===== src/hdl/pqts_pkg.sv =====
// ----------------------------------------------------------------------------
// pqts_pkg
// shared types, codes and sizes of the priority quantum task scheduler
// ----------------------------------------------------------------------------
package pqts_pkg;

  localparam int MAX_TASKS = 8;
  localparam int TIDW      = 3;                       // task number width
  localparam int CNTW      = $clog2(MAX_TASKS + 1);   // list fill count width
  localparam int QW        = 9;                       // quantum counter width

  typedef logic [TIDW-1:0] task_t;
  typedef logic [CNTW-1:0] cnt_t;
  typedef logic [7:0]      prio_t;
  typedef logic [QW-1:0]   quant_t;
  typedef logic [1:0]      place_t;

  typedef logic [MAX_TASKS-1:0][TIDW-1:0] order_vec_t;
  typedef logic [MAX_TASKS-1:0][7:0]      prio_vec_t;

  localparam place_t PLACE_ABSENT  = 2'd0;
  localparam place_t PLACE_READY   = 2'd1;
  localparam place_t PLACE_WAITING = 2'd2;
  localparam place_t PLACE_BLOCKED = 2'd3;

  localparam logic [2:0] KIND_TICK    = 3'd0;
  localparam logic [2:0] KIND_SVC     = 3'd1;
  localparam logic [2:0] KIND_TIMER   = 3'd2;
  localparam logic [2:0] KIND_IRQ     = 3'd3;
  localparam logic [2:0] KIND_WAITING = 3'd4;
  localparam logic [2:0] KIND_BLOCKED = 3'd5;
  localparam logic [2:0] KIND_CREATE  = 3'd6;

  localparam logic [1:0] REG_IDLE_QUANTUM  = 2'd0;
  localparam logic [1:0] REG_IDLE_PRIORITY = 2'd1;

  localparam logic SCAN_FIND = 1'b0;   // look for a task in the list
  localparam logic SCAN_POS  = 1'b1;   // look for the sorted insert slot

  typedef struct packed {
    logic  mode;
    task_t key;
    cnt_t  idx;
    cnt_t  count;
  } scan_req_t;

  typedef struct packed {
    logic hit;
    logic past_end;
  } scan_rsp_t;

endpackage


===== src/hdl/pqts_ifs.sv =====
// ----------------------------------------------------------------------------
// pqts channel interfaces
// valid/ready channels of the scheduler: input words, result words, config
// ----------------------------------------------------------------------------
interface pqts_in_if;
  logic       valid;
  logic       ready;
  logic [2:0] kind;
  logic [2:0] task_id;
  logic [7:0] task_priority;
  logic [7:0] cpu_time;
  modport source (output valid, kind, task_id, task_priority, cpu_time, input ready);
  modport sink   (input valid, kind, task_id, task_priority, cpu_time, output ready);
endinterface

interface pqts_out_if;
  logic        valid;
  logic        ready;
  logic [2:0]  running_task;
  logic [31:0] tick_count;
  logic        irq_pending;
  logic        status;
  modport source (output valid, running_task, tick_count, irq_pending, status, input ready);
  modport sink   (input valid, running_task, tick_count, irq_pending, status, output ready);
endinterface

interface pqts_cfg_if;
  logic       valid;
  logic       ready;
  logic [1:0] index;
  logic [7:0] data;
  modport source (output valid, index, data, input ready);
  modport sink   (input valid, index, data, output ready);
endinterface


===== src/hdl/pqts_scan_unit.sv =====
// ----------------------------------------------------------------------------
// pqts_scan_unit
// shared compare unit that the sequencer steps along the ready list
// ----------------------------------------------------------------------------
module pqts_scan_unit (
  input  pqts_pkg::scan_req_t  req,
  input  pqts_pkg::order_vec_t order,
  input  pqts_pkg::prio_vec_t  prio,
  output pqts_pkg::scan_rsp_t  rsp
);

  pqts_pkg::task_t entry;

  assign entry = order[req.idx[pqts_pkg::TIDW-1:0]];

  always_comb begin
    rsp.past_end = (req.idx >= req.count);
    if (req.mode == pqts_pkg::SCAN_POS) begin
      rsp.hit = (prio[req.key] >= prio[entry]);
    end else begin
      rsp.hit = (entry == req.key);
    end
  end

endmodule


===== src/hdl/priority_quantum_task_scheduler_unit.sv =====
// ----------------------------------------------------------------------------
// priority_quantum_task_scheduler_unit
// priority round-robin task scheduler with per-task quantum and irq wakes
// ----------------------------------------------------------------------------
//  channel   dir  handshake            payload
//  in_ch     in   valid/ready          kind, task_id, task_priority, cpu_time
//  out_ch    out  valid/ready          running_task, tick_count, irq_pending, status
//  cfg_ch    in   valid/ready          index, data (0 idle_quantum, 1 idle priority)
//
//  a rejected word goes straight to the finish step; the work of any other word
//  is set by the list walk, one ready-list slot per cycle through the shared
//  scan unit. an idle priority write walks the list twice.
//  rst_n is synchronous and restores idle task 0 alone in the list.
//  in_ch is not ready while a word is in work; a held result stalls only the
//  finish step, and the next word may be taken while the result waits
// ----------------------------------------------------------------------------
module priority_quantum_task_scheduler_unit (
  input  logic       clk,
  input  logic       rst_n,
  pqts_in_if.sink    in_ch,
  pqts_out_if.source out_ch,
  pqts_cfg_if.sink   cfg_ch
);

  // sequencer states
  localparam logic [2:0] ST_IDLE   = 3'd0;
  localparam logic [2:0] ST_EXEC   = 3'd1;
  localparam logic [2:0] ST_FIND   = 3'd2;
  localparam logic [2:0] ST_POS    = 3'd3;
  localparam logic [2:0] ST_WAKE   = 3'd4;
  localparam logic [2:0] ST_PEND   = 3'd5;
  localparam logic [2:0] ST_FINISH = 3'd6;

  localparam int MT = pqts_pkg::MAX_TASKS;

  logic [2:0] state_r, state_nxt;

  // scheduler state
  pqts_pkg::order_vec_t ro_r, ro_nxt;
  pqts_pkg::cnt_t       cnt_r, cnt_nxt;
  pqts_pkg::prio_vec_t  prio_r, prio_nxt;
  logic [MT-1:0][7:0]   reload_r, reload_nxt;
  logic [MT-1:0][pqts_pkg::QW-1:0] qleft_r, qleft_nxt;
  logic [MT-1:0][1:0]   place_r, place_nxt;
  pqts_pkg::task_t      cur_r, cur_nxt;
  pqts_pkg::task_t      pend_task_r, pend_task_nxt;
  pqts_pkg::prio_t      pend_level_r, pend_level_nxt;
  logic [31:0]          tick_r, tick_nxt;

  // latched word and sequencer working registers
  logic [2:0]       kind_r, kind_nxt;
  pqts_pkg::task_t  tid_r, tid_nxt;
  pqts_pkg::prio_t  tprio_r, tprio_nxt;
  logic [7:0]       cpu_r, cpu_nxt;
  logic             cfg_op_r, cfg_op_nxt;
  logic [7:0]       cfg_val_r, cfg_val_nxt;
  pqts_pkg::task_t  key_r, key_nxt;
  pqts_pkg::cnt_t   idx_r, idx_nxt;
  logic             status_r, status_nxt;

  // result register
  logic             out_valid_r, out_valid_nxt;
  pqts_pkg::task_t  out_task_r, out_task_nxt;
  logic [31:0]      out_tick_r, out_tick_nxt;
  logic             out_irq_r, out_irq_nxt;
  logic             out_status_r, out_status_nxt;

  pqts_pkg::scan_req_t scan_req;
  pqts_pkg::scan_rsp_t scan_rsp;

  pqts_scan_unit u_scan (
    .req   (scan_req),
    .order (ro_r),
    .prio  (prio_r),
    .rsp   (scan_rsp)
  );

  assign scan_req.mode  = (state_r == ST_POS) ? pqts_pkg::SCAN_POS : pqts_pkg::SCAN_FIND;
  assign scan_req.key   = key_r;
  assign scan_req.idx   = idx_r;
  assign scan_req.count = cnt_r;

  assign in_ch.ready  = (state_r == ST_IDLE) && !cfg_ch.valid;
  assign cfg_ch.ready = (state_r == ST_IDLE);

  assign out_ch.valid        = out_valid_r;
  assign out_ch.running_task = out_task_r;
  assign out_ch.tick_count   = out_tick_r;
  assign out_ch.irq_pending  = out_irq_r;
  assign out_ch.status       = out_status_r;

  // helpers
  logic             tid_ok;
  pqts_pkg::quant_t q_dec;
  pqts_pkg::cnt_t   slot;       // slot found by the walk
  pqts_pkg::cnt_t   slot_inc;
  pqts_pkg::task_t  succ;       // list entry after the found slot, or head
  logic             succ_in;
  logic             beats;

  assign tid_ok   = (tid_r != '0) &&
                    ({1'b0, tid_r} < (pqts_pkg::TIDW + 1)'(MT));
  assign q_dec    = (qleft_r[cur_r] != '0) ? qleft_r[cur_r] - 1'b1 : '0;
  assign slot     = (!scan_rsp.past_end && scan_rsp.hit) ? idx_r : '0;
  assign slot_inc = slot + 1'b1;
  assign succ_in  = (slot_inc < cnt_r) && (slot_inc < pqts_pkg::CNTW'(MT));
  assign succ     = succ_in ? ro_r[slot_inc[pqts_pkg::TIDW-1:0]] : ro_r[0];
  assign beats    = (prio_r[tid_r] >= prio_r[cur_r]) && (prio_r[tid_r] >= pend_level_r);

  always_comb begin
    state_nxt      = state_r;
    ro_nxt         = ro_r;
    cnt_nxt        = cnt_r;
    prio_nxt       = prio_r;
    reload_nxt     = reload_r;
    qleft_nxt      = qleft_r;
    place_nxt      = place_r;
    cur_nxt        = cur_r;
    pend_task_nxt  = pend_task_r;
    pend_level_nxt = pend_level_r;
    tick_nxt       = tick_r;
    kind_nxt       = kind_r;
    tid_nxt        = tid_r;
    tprio_nxt      = tprio_r;
    cpu_nxt        = cpu_r;
    cfg_op_nxt     = cfg_op_r;
    cfg_val_nxt    = cfg_val_r;
    key_nxt        = key_r;
    idx_nxt        = idx_r;
    status_nxt     = status_r;
    out_valid_nxt  = out_valid_r && !out_ch.ready;
    out_task_nxt   = out_task_r;
    out_tick_nxt   = out_tick_r;
    out_irq_nxt    = out_irq_r;
    out_status_nxt = out_status_r;

    case (state_r)
      ST_IDLE: begin
        if (cfg_ch.valid) begin
          if (cfg_ch.index == pqts_pkg::REG_IDLE_QUANTUM) begin
            reload_nxt[0] = cfg_ch.data;
            qleft_nxt[0]  = {1'b0, cfg_ch.data};
          end else if (cfg_ch.index == pqts_pkg::REG_IDLE_PRIORITY) begin
            // pull task 0 out of the list and sort it back in
            cfg_op_nxt  = 1'b1;
            cfg_val_nxt = cfg_ch.data;
            key_nxt     = '0;
            idx_nxt     = '0;
            state_nxt   = ST_FIND;
          end
        end else if (in_ch.valid) begin
          kind_nxt   = in_ch.kind;
          tid_nxt    = in_ch.task_id;
          tprio_nxt  = in_ch.task_priority;
          cpu_nxt    = in_ch.cpu_time;
          cfg_op_nxt = 1'b0;
          status_nxt = 1'b0;
          state_nxt  = ST_EXEC;
        end
      end

      ST_EXEC: begin
        idx_nxt = '0;
        case (kind_r)
          pqts_pkg::KIND_TICK: begin
            tick_nxt = tick_r + 32'd1;
            if (q_dec == '0) begin
              // quantum expired: reload and rotate past the running task
              qleft_nxt[cur_r] = {1'b0, reload_r[cur_r]};
              key_nxt          = cur_r;
              state_nxt        = ST_FIND;
            end else begin
              qleft_nxt[cur_r] = q_dec;
              state_nxt        = ST_PEND;
            end
          end
          pqts_pkg::KIND_SVC, pqts_pkg::KIND_TIMER, pqts_pkg::KIND_IRQ: begin
            if (!tid_ok || place_r[tid_r] == pqts_pkg::PLACE_ABSENT ||
                (place_r[tid_r] == pqts_pkg::PLACE_READY && kind_r != pqts_pkg::KIND_TIMER)) begin
              status_nxt = 1'b1;
              state_nxt  = ST_FINISH;
            end else if (place_r[tid_r] != pqts_pkg::PLACE_READY) begin
              place_nxt[tid_r] = pqts_pkg::PLACE_READY;
              key_nxt          = tid_r;
              state_nxt        = ST_POS;
            end else begin
              state_nxt = ST_WAKE;
            end
          end
          pqts_pkg::KIND_WAITING, pqts_pkg::KIND_BLOCKED: begin
            if (cur_r == '0 || place_r[cur_r] != pqts_pkg::PLACE_READY) begin
              status_nxt = 1'b1;
              state_nxt  = ST_FINISH;
            end else begin
              key_nxt   = cur_r;
              state_nxt = ST_FIND;
            end
          end
          pqts_pkg::KIND_CREATE: begin
            if (!tid_ok || place_r[tid_r] != pqts_pkg::PLACE_ABSENT || cpu_r == '0) begin
              status_nxt = 1'b1;
              state_nxt  = ST_FINISH;
            end else begin
              prio_nxt[tid_r]   = tprio_r;
              reload_nxt[tid_r] = cpu_r;
              qleft_nxt[tid_r]  = {1'b0, cpu_r};
              place_nxt[tid_r]  = pqts_pkg::PLACE_READY;
              key_nxt           = tid_r;
              state_nxt         = ST_POS;
            end
          end
          default: begin
            status_nxt = 1'b1;
            state_nxt  = ST_FINISH;
          end
        endcase
      end

      // walk the list for key_r, one slot a cycle
      ST_FIND: begin
        if (!scan_rsp.past_end && !scan_rsp.hit) begin
          idx_nxt = idx_r + 1'b1;
        end else if (cfg_op_r) begin
          if (cnt_r != '0 && ro_r[slot[pqts_pkg::TIDW-1:0]] == key_r) begin
            for (int j = 0; j < MT - 1; j++) begin
              if (pqts_pkg::CNTW'(j) >= slot && pqts_pkg::CNTW'(j + 1) < cnt_r) begin
                ro_nxt[j] = ro_r[j + 1];
              end
            end
            cnt_nxt = cnt_r - 1'b1;
          end
          prio_nxt[0] = cfg_val_r;
          idx_nxt     = '0;
          state_nxt   = ST_POS;
        end else if (kind_r == pqts_pkg::KIND_TICK) begin
          // the rotation skips the idle task and wraps to the head
          cur_nxt   = (succ_in && succ != '0) ? succ : ro_r[0];
          state_nxt = ST_PEND;
        end else begin
          // suspend: drop the running task from the list
          for (int j = 0; j < MT - 1; j++) begin
            if (pqts_pkg::CNTW'(j) >= slot && pqts_pkg::CNTW'(j + 1) < cnt_r) begin
              ro_nxt[j] = ro_r[j + 1];
            end
          end
          cnt_nxt        = cnt_r - 1'b1;
          place_nxt[cur_r] = (kind_r == pqts_pkg::KIND_WAITING) ?
                             pqts_pkg::PLACE_WAITING : pqts_pkg::PLACE_BLOCKED;
          cur_nxt        = succ;
          state_nxt      = ST_FINISH;
        end
      end

      // walk for the first entry of lower or equal priority, then insert
      ST_POS: begin
        if (!scan_rsp.past_end && !scan_rsp.hit) begin
          idx_nxt = idx_r + 1'b1;
        end else begin
          if (cnt_r < pqts_pkg::CNTW'(MT)) begin
            for (int j = 1; j < MT; j++) begin
              if (pqts_pkg::CNTW'(j) > idx_r && pqts_pkg::CNTW'(j) <= cnt_r) begin
                ro_nxt[j] = ro_r[j - 1];
              end
            end
            ro_nxt[idx_r[pqts_pkg::TIDW-1:0]] = key_r;
            cnt_nxt = cnt_r + 1'b1;
          end
          if (cfg_op_r) begin
            state_nxt = ST_IDLE;
          end else if (kind_r == pqts_pkg::KIND_CREATE) begin
            state_nxt = ST_FINISH;
          end else begin
            state_nxt = ST_WAKE;
          end
        end
      end

      ST_WAKE: begin
        qleft_nxt[tid_r] = {1'b0, reload_r[tid_r]};
        if (beats) begin
          if (kind_r == pqts_pkg::KIND_IRQ) begin
            pend_task_nxt  = tid_r;
            pend_level_nxt = prio_r[tid_r];
          end else begin
            pend_level_nxt = '0;
            cur_nxt        = tid_r;
            if (kind_r == pqts_pkg::KIND_TIMER) begin
              qleft_nxt[tid_r] = {1'b0, reload_r[tid_r]} + 1'b1;
            end
          end
        end
        state_nxt = ST_FINISH;
      end

      // a pending irq request takes over once the tick is counted
      ST_PEND: begin
        if (pend_level_r != '0) begin
          if (place_r[pend_task_r] == pqts_pkg::PLACE_READY) begin
            cur_nxt = pend_task_r;
          end
          pend_level_nxt = '0;
        end
        state_nxt = ST_FINISH;
      end

      ST_FINISH: begin
        if (!out_valid_r || out_ch.ready) begin
          out_valid_nxt  = 1'b1;
          out_task_nxt   = cur_r;
          out_tick_nxt   = tick_r;
          out_irq_nxt    = (pend_level_r != '0);
          out_status_nxt = status_r;
          state_nxt      = ST_IDLE;
        end
      end

      default: begin
        state_nxt = ST_IDLE;
      end
    endcase
  end

  always_ff @(posedge clk) begin
    if (!rst_n) begin
      state_r      <= ST_IDLE;
      ro_r         <= '0;
      cnt_r        <= pqts_pkg::CNTW'(1);
      prio_r       <= '0;
      reload_r     <= {{(MT-1){8'd0}}, 8'd1};
      qleft_r      <= {{(MT-1){pqts_pkg::QW'(0)}}, pqts_pkg::QW'(1)};
      place_r      <= {{(MT-1){pqts_pkg::PLACE_ABSENT}}, pqts_pkg::PLACE_READY};
      cur_r        <= '0;
      pend_task_r  <= '0;
      pend_level_r <= '0;
      tick_r       <= '0;
      cfg_op_r     <= 1'b0;
      out_valid_r  <= 1'b0;
    end else begin
      state_r      <= state_nxt;
      ro_r         <= ro_nxt;
      cnt_r        <= cnt_nxt;
      prio_r       <= prio_nxt;
      reload_r     <= reload_nxt;
      qleft_r      <= qleft_nxt;
      place_r      <= place_nxt;
      cur_r        <= cur_nxt;
      pend_task_r  <= pend_task_nxt;
      pend_level_r <= pend_level_nxt;
      tick_r       <= tick_nxt;
      cfg_op_r     <= cfg_op_nxt;
      out_valid_r  <= out_valid_nxt;
    end
  end

  always_ff @(posedge clk) begin
    kind_r       <= kind_nxt;
    tid_r        <= tid_nxt;
    tprio_r      <= tprio_nxt;
    cpu_r        <= cpu_nxt;
    cfg_val_r    <= cfg_val_nxt;
    key_r        <= key_nxt;
    idx_r        <= idx_nxt;
    status_r     <= status_nxt;
    out_task_r   <= out_task_nxt;
    out_tick_r   <= out_tick_nxt;
    out_irq_r    <= out_irq_nxt;
    out_status_r <= out_status_nxt;
  end

  // the list is never empty and never overfull
  a_count_range: assert property (@(posedge clk) disable iff (!rst_n)
    (cnt_r != '0) && (cnt_r <= pqts_pkg::CNTW'(MT)))
    else $error("ready list count out of range");

  // idle task stays ready
  a_idle_ready: assert property (@(posedge clk) disable iff (!rst_n)
    place_r[0] == pqts_pkg::PLACE_READY)
    else $error("idle task left the ready state");

  // an accepted word starts the sequencer
  a_accept_busy: assert property (@(posedge clk) disable iff (!rst_n)
    (in_ch.valid && in_ch.ready) |=> (state_r == ST_EXEC))
    else $error("accepted word did not start work");

  // a result only appears out of the finish step
  a_out_from_finish: assert property (@(posedge clk) disable iff (!rst_n)
    $rose(out_valid_r) |-> ($past(state_r) == ST_FINISH))
    else $error("result raised outside finish");

endmodule

===== src/flat_wrapper.sv =====
// flat-port wrapper written by rule: the top's interface ports become plain ports
module priority_quantum_task_scheduler_unit_flat 
  (clk, rst_n, in_ch_valid, in_ch_kind, in_ch_task_id, in_ch_task_priority, in_ch_cpu_time, in_ch_ready, out_ch_valid, out_ch_running_task, out_ch_tick_count, out_ch_irq_pending, out_ch_status, out_ch_ready, cfg_ch_valid, cfg_ch_index, cfg_ch_data, cfg_ch_ready);
  pqts_in_if in_ch_i ();
  pqts_out_if out_ch_i ();
  pqts_cfg_if cfg_ch_i ();
  input  logic clk;
  input  logic rst_n;
  input wire logic [$bits(in_ch_i.valid)-1:0] in_ch_valid;
  input wire logic [$bits(in_ch_i.kind)-1:0] in_ch_kind;
  input wire logic [$bits(in_ch_i.task_id)-1:0] in_ch_task_id;
  input wire logic [$bits(in_ch_i.task_priority)-1:0] in_ch_task_priority;
  input wire logic [$bits(in_ch_i.cpu_time)-1:0] in_ch_cpu_time;
  output wire logic [$bits(in_ch_i.ready)-1:0] in_ch_ready;
  output wire logic [$bits(out_ch_i.valid)-1:0] out_ch_valid;
  output wire logic [$bits(out_ch_i.running_task)-1:0] out_ch_running_task;
  output wire logic [$bits(out_ch_i.tick_count)-1:0] out_ch_tick_count;
  output wire logic [$bits(out_ch_i.irq_pending)-1:0] out_ch_irq_pending;
  output wire logic [$bits(out_ch_i.status)-1:0] out_ch_status;
  input wire logic [$bits(out_ch_i.ready)-1:0] out_ch_ready;
  input wire logic [$bits(cfg_ch_i.valid)-1:0] cfg_ch_valid;
  input wire logic [$bits(cfg_ch_i.index)-1:0] cfg_ch_index;
  input wire logic [$bits(cfg_ch_i.data)-1:0] cfg_ch_data;
  output wire logic [$bits(cfg_ch_i.ready)-1:0] cfg_ch_ready;
  assign in_ch_i.valid = in_ch_valid;
  assign in_ch_i.kind = in_ch_kind;
  assign in_ch_i.task_id = in_ch_task_id;
  assign in_ch_i.task_priority = in_ch_task_priority;
  assign in_ch_i.cpu_time = in_ch_cpu_time;
  assign in_ch_ready = in_ch_i.ready;
  assign out_ch_valid = out_ch_i.valid;
  assign out_ch_running_task = out_ch_i.running_task;
  assign out_ch_tick_count = out_ch_i.tick_count;
  assign out_ch_irq_pending = out_ch_i.irq_pending;
  assign out_ch_status = out_ch_i.status;
  assign out_ch_i.ready = out_ch_ready;
  assign cfg_ch_i.valid = cfg_ch_valid;
  assign cfg_ch_i.index = cfg_ch_index;
  assign cfg_ch_i.data = cfg_ch_data;
  assign cfg_ch_ready = cfg_ch_i.ready;
  priority_quantum_task_scheduler_unit u_core (.clk(clk), .rst_n(rst_n), .in_ch(in_ch_i), .out_ch(out_ch_i), .cfg_ch(cfg_ch_i));
endmodule

===== config.mk =====
export PLATFORM = sky130hd
export DESIGN_NAME = priority_quantum_task_scheduler_unit_flat
export DESIGN_NICKNAME = d
export VERILOG_FILES = /design/src/hdl/pqts_pkg.sv /design/src/hdl/pqts_ifs.sv /design/src/hdl/pqts_scan_unit.sv /design/src/hdl/priority_quantum_task_scheduler_unit.sv /design/src/flat_wrapper.sv
export SDC_FILE = /design/constraint.sdc
export NUM_CORES = 1
export LEC_CHECK = 0
export BUFFER_PORTS_ARGS = -buffer_cell sky130_fd_sc_hd__buf_2
export CAP_MARGIN = 20
export CORE_UTILIZATION = 40
export CTS_CLUSTER_SIZE = 8
export DETAILED_ROUTE_END_ITERATION = 8
export SLEW_MARGIN = 10
export SYNTH_ARGS = -nofsm -noshare
export SYNTH_HDL_FRONTEND = slang
export SYNTH_SLANG_ARGS = --single-unit

===== constraint.sdc =====
create_clock -name clk -period 16.84 [get_ports clk]
set_input_delay 1.684 -clock clk [delete_from_list [all_inputs] [get_ports clk]]
set_output_delay 1.684 -clock clk [all_outputs]
set_load 0.01 [all_outputs]

==> impl_metrics.yaml <==
timing:
  final_critical_path_setup_slack_ps: 9070
  grt_setup_unrepaired: "false"
  finalSetupTns_ps: 0
  skew_ps: 28.6
  finalCritPeriodShare_pct: 46.1
  final_hold_violations: 0
  finalCriticalPeriod_ps: 7770
  timing.hold.ws_ps: 435
  slew_headroom_pct: 16.1
  slew_violations: 0
  fmax_mhz: 129
  worst_pin_slew_ps: 1260
  setup_violations: 0
power:
  share_clk_of_total_power_pct: 26.8
  seqPwrFrac_pct: 30.6
  power_per_cell_area_mw_per_mm2: 152
  switch_share_pct: 44.1
  combPwrFrac_pct: 42.6
  internal_power_mw: 2.11
  switching_power_mw: 1.66
  power.leakage_nw: 8.35
  vdd_ir_drop_max_uv: 104
synthesis:
  synth_enable_flop_cells: 75
  synth_top_cell_by_area: "sky130_fd_sc_hd__dfxtp_1"
  yosys.area_share.xor_xnor_pct: 1.81
  ys_top_cells_by_area: "sky130_fd_sc_hd__dfxtp_1 (27%), sky130_fd_sc_hd__edfxtp_1 (10%), sky130_fd_sc_hd__nand2_1 (8.0%), sky130_fd_sc_hd__a21oi_1 (6.3%), sky130_fd_sc_hd__o21ai_0 (4.6%)"
  post_synth_mux_area_share_pct: 7.96
  synthDominantCellAreaShare_pct: 26.5
  seq_area_frac_synth_pct: 36.6
  synth_simple_gate_area_share_pct: 19.7
  synth_top_flop_cell: "sky130_fd_sc_hd__dfxtp_1"
  unique_masters_post_synth: 76
  syn_inst: 2795
  synth-warning-count: 0
  synth-compound-area-share_pct: 26.8
  yosys_register_bits: 370
  synthAdderAreaFrac_pct: 2.42
  postSynthAreaPerCell_um2: 7.97
  async_flop_share_pct: 0
  synth_area_mm2: 0.0223
  main_combinational_cell_family_by_area_after_synthesis: "compound AO/OA/AOI/OAI gates"
  postSynthNetCount: 2875
floorplan:
  floorplan.initialDensity_pct: 40.4
  die_y_um: 238
  core-area_mm2: 0.0551
  dieWidth_um: 238
  placement_rows: 86
  die_outline_area_mm2: 0.0566
  floorplan.io_pins: 77
routing:
  detailedRoute.firstIterationViolations: 2985
  drt_pass1_iterations: 6
  drc: 0
  vias_per_cell: 6.47
  detailed_route_wl_mm: 86.9
  routed_wire_length_per_instance_um: 24.6
  dr_vias: 22911
  drtAntennaViolNets: 0
clocking:
  cts.repair_timing.setup_buffer_count: 0
  tritoncts: "built"
  cts-root-to-sink-buffers: 3
  holdBufCountCts: 0
  clock_sink_count: 370
  clock_tree.root_cell: "sky130_fd_sc_hd__clkbuf_16"
  postCtsResizedCells: 0
  worstSkewPairLatency_ps: 630
  cts_inserted_buffers: 53
  clk_pin_slew_ps: 60
  clock_tree.htree_level_count: 2
critical_path:
  criticalPathCategory: "reg2reg"
  crit_top_cell: "sky130_fd_sc_hd__ha_1"
  endpoint_kind: "register"
  endpoint_arrival_time_on_the_critical_path_ps: 8270
  slowest_stage: "sky130_fd_sc_hd__edfxtp_1"
  worst-endpoint-required_ps: 17350
  critical_path.max_stage_delay_ps: 800
  setup.worst_path.start_class: "register"
  cp_cell_sequence: "mux2_1, a222oi_1, nand2_1, buf_8, a311oi_1, a31oi_1, ha_1, nand2_1, or3_1, o21ai_1, a22oi_1, nor2_1, ha_1, nor2b_1, o2111ai_1, mux2i_1, or4_1, ha_1, a21o_1, a21oi_1, nand3b_1, nor3_1, nand3_1, a211oi_1"
  critical_path.max_fanout: 18
grt:
  largest_net_degree_at_the_start_of_global_routing: 84
  vias_in_the_first_global_route: 21397
  track_usage_pct: 30.0
  grt_overflow: 0
  global_route_wire_length_before_repair_mm: 131
  grt_antenna_before_repair: 0
outcome:
  status: "complete, no violations"
placement:
  gp_routability_congestion: 0.936
  detailedPlacementHpwl_mm: 58.2
  port-buffer-count: 76
  dpl_worst_slack_ps: 9260
layout:
  diodes: 0
  filler_cell_count: 5491
  drive_gt1_share_pct: 10.0
  syn_to_final_growth_pct: 11.3
  final_net_count: 2842
min_path:
  min_path_type: "reg2reg"
job:
  max-cap-violations: 0
-- placed cells by master (no fill, tap or decap), drive strengths merged, types with 18 or more instances in the layout --
cell type,count
nor3,40
nand2b,18
o221a,19
inv,53
o211ai,43
edfxtp,75
mux4,32
xor2,24
nand3,69
nand2,475
buf,133
or3,21
clkbuf,79
a31oi,33
and3,27
nor2,253
a221o,25
a21oi,280
xnor2,22
o22ai,44
nor2b,21
a22oi,56
and2,20
a221oi,46
a22o,24
a211oi,26
dfxtp,295
o21ai,206
mux2i,89
ha,43
-- cell usage after synthesis, types with 7 or more instances --
library cell and instances:
sky130_fd_sc_hd__o221a_2 19, sky130_fd_sc_hd__xor2_1 24, sky130_fd_sc_hd__inv_1 53, sky130_fd_sc_hd__nor2_1 253, sky130_fd_sc_hd__or3_1 21, sky130_fd_sc_hd__a221oi_1 46
sky130_fd_sc_hd__o21ai_0 204, sky130_fd_sc_hd__o221ai_1 9, sky130_fd_sc_hd__and3_1 27, sky130_fd_sc_hd__a311oi_1 9, sky130_fd_sc_hd__nand3b_1 10, sky130_fd_sc_hd__ha_1 43
sky130_fd_sc_hd__nand2_1 475, sky130_fd_sc_hd__nor4_1 14, sky130_fd_sc_hd__a211oi_1 26, sky130_fd_sc_hd__a41oi_1 7, sky130_fd_sc_hd__o32ai_1 8, sky130_fd_sc_hd__a22oi_1 56
sky130_fd_sc_hd__dfxtp_1 295, sky130_fd_sc_hd__mux2i_1 89, sky130_fd_sc_hd__clkbuf_1 196, sky130_fd_sc_hd__buf_1 20, sky130_fd_sc_hd__a22o_1 24, sky130_fd_sc_hd__nor2b_1 21
sky130_fd_sc_hd__a32oi_1 9, sky130_fd_sc_hd__xnor2_1 22, sky130_fd_sc_hd__nand4_1 13, sky130_fd_sc_hd__mux2_2 12, sky130_fd_sc_hd__nor3b_1 7, sky130_fd_sc_hd__mux4_2 32
sky130_fd_sc_hd__a21o_1 8, sky130_fd_sc_hd__a221o_1 25, sky130_fd_sc_hd__a2111oi_0 8, sky130_fd_sc_hd__nand2b_1 18, sky130_fd_sc_hd__o211ai_1 43, sky130_fd_sc_hd__nand3_1 69
sky130_fd_sc_hd__and2_1 20, sky130_fd_sc_hd__a31oi_1 33, sky130_fd_sc_hd__nor3_1 40, sky130_fd_sc_hd__edfxtp_1 75, sky130_fd_sc_hd__o22ai_1 44, sky130_fd_sc_hd__a21oi_1 280
-- per-stage QoR --
step / area [um^2] / utilization (%) / std cells / total power [mW]
final: 24800 / 45.0 / 3539 / 3.77
after global routing: 24800 / 45.0 / 3539 / 3.94
after CTS: 24800 / 44.9 / 3536 / 3.73
after detailed placement: 23200 / 42.1 / 3452 / 2.71
after global placement: 23200 / 42.1 / 3450 / 2.68
after floorplan: 22300 / - / 2795 / 2.18
-- routing by layer --
layer,track usage [%],vias to the layer above,routed length (um)
met1,40.4,10993,35600
met4,15.1,0,4170
met2,45.7,1418,37700
li1,-,10231,-
met3,5.93,269,9430
met5,0,-,0
-- kinds of logic after synthesis --
group | count (synthesis)
and+or+nand+nor | 1006
muxes | 135
xor gates and xnor gates | 46
AOI/OAI and AO/OA | 920
buffers and inverters | 275
adders and majority gates | 43
DFF | 370
-- critical path, delay by kind of cell (launching register included) --
| kind | cells | cell delay, ps |
|---|---|---|
| buf+inv | 1 | 360 |
| simple gates | 9 | 2700 |
| compound gates | 9 | 2340 |
| flops | 1 | 800 |
| mux | 2 | 490 |
| fa+ha+maj | 3 | 960 |
-- final timing paths --
kind	startpoint	endpoint	slack [ps]	cells after the start
worst min-delay path	u_core.tick_r[18]	u_core.out_ch.tick_count[18]	440	0
worst max-delay path	u_core.idx_r[1]	u_core.cur_r[2]	9070	24
worst min register to register	u_core.tick_r[18]	u_core.out_ch.tick_count[18]	440	0
worst max register to register	u_core.idx_r[1]	u_core.cur_r[2]	9070	24
-- power by group through the flow --
stage,registers [mW],logic (mW),clock network [mW]
floorplan,1.09,1.09,0
global placement,1.17,1.51,0
detailed placement,1.17,1.54,0
CTS,1.15,1.55,1.03
global route,1.17,1.72,1.06
finish,1.16,1.61,1.01
-- final cells by class --
class	instances	area, um^2	share of cell area (%)
Inverter	54	208	0.838
Sequential cell	370	8160	32.9
Clock inverter	5	101	0.409
Clock buffer	79	1430	5.79
Timing Repair Buffer	133	833	3.36
Tap cell	748	936	3.78
Multi-Input combinational cell	2150	13100	52.9
-- flip-flops by register name, summed over array words and instances, names as in the netlist, 4 cells and up, named ones only --
name	flops
u_core.cfg_val_r	8
u_core.cnt_r	4
u_core.cpu_r	8
u_core.idx_r	4
u_core.out_ch.tick_count	32
u_core.pend_level_r	8
u_core.place_r	16
u_core.prio_r	64
u_core.qleft_r	58
u_core.reload_r	64
u_core.ro_r	24
u_core.tick_r	32
u_core.tprio_r	8
Power figures use the tool's default switching activity.
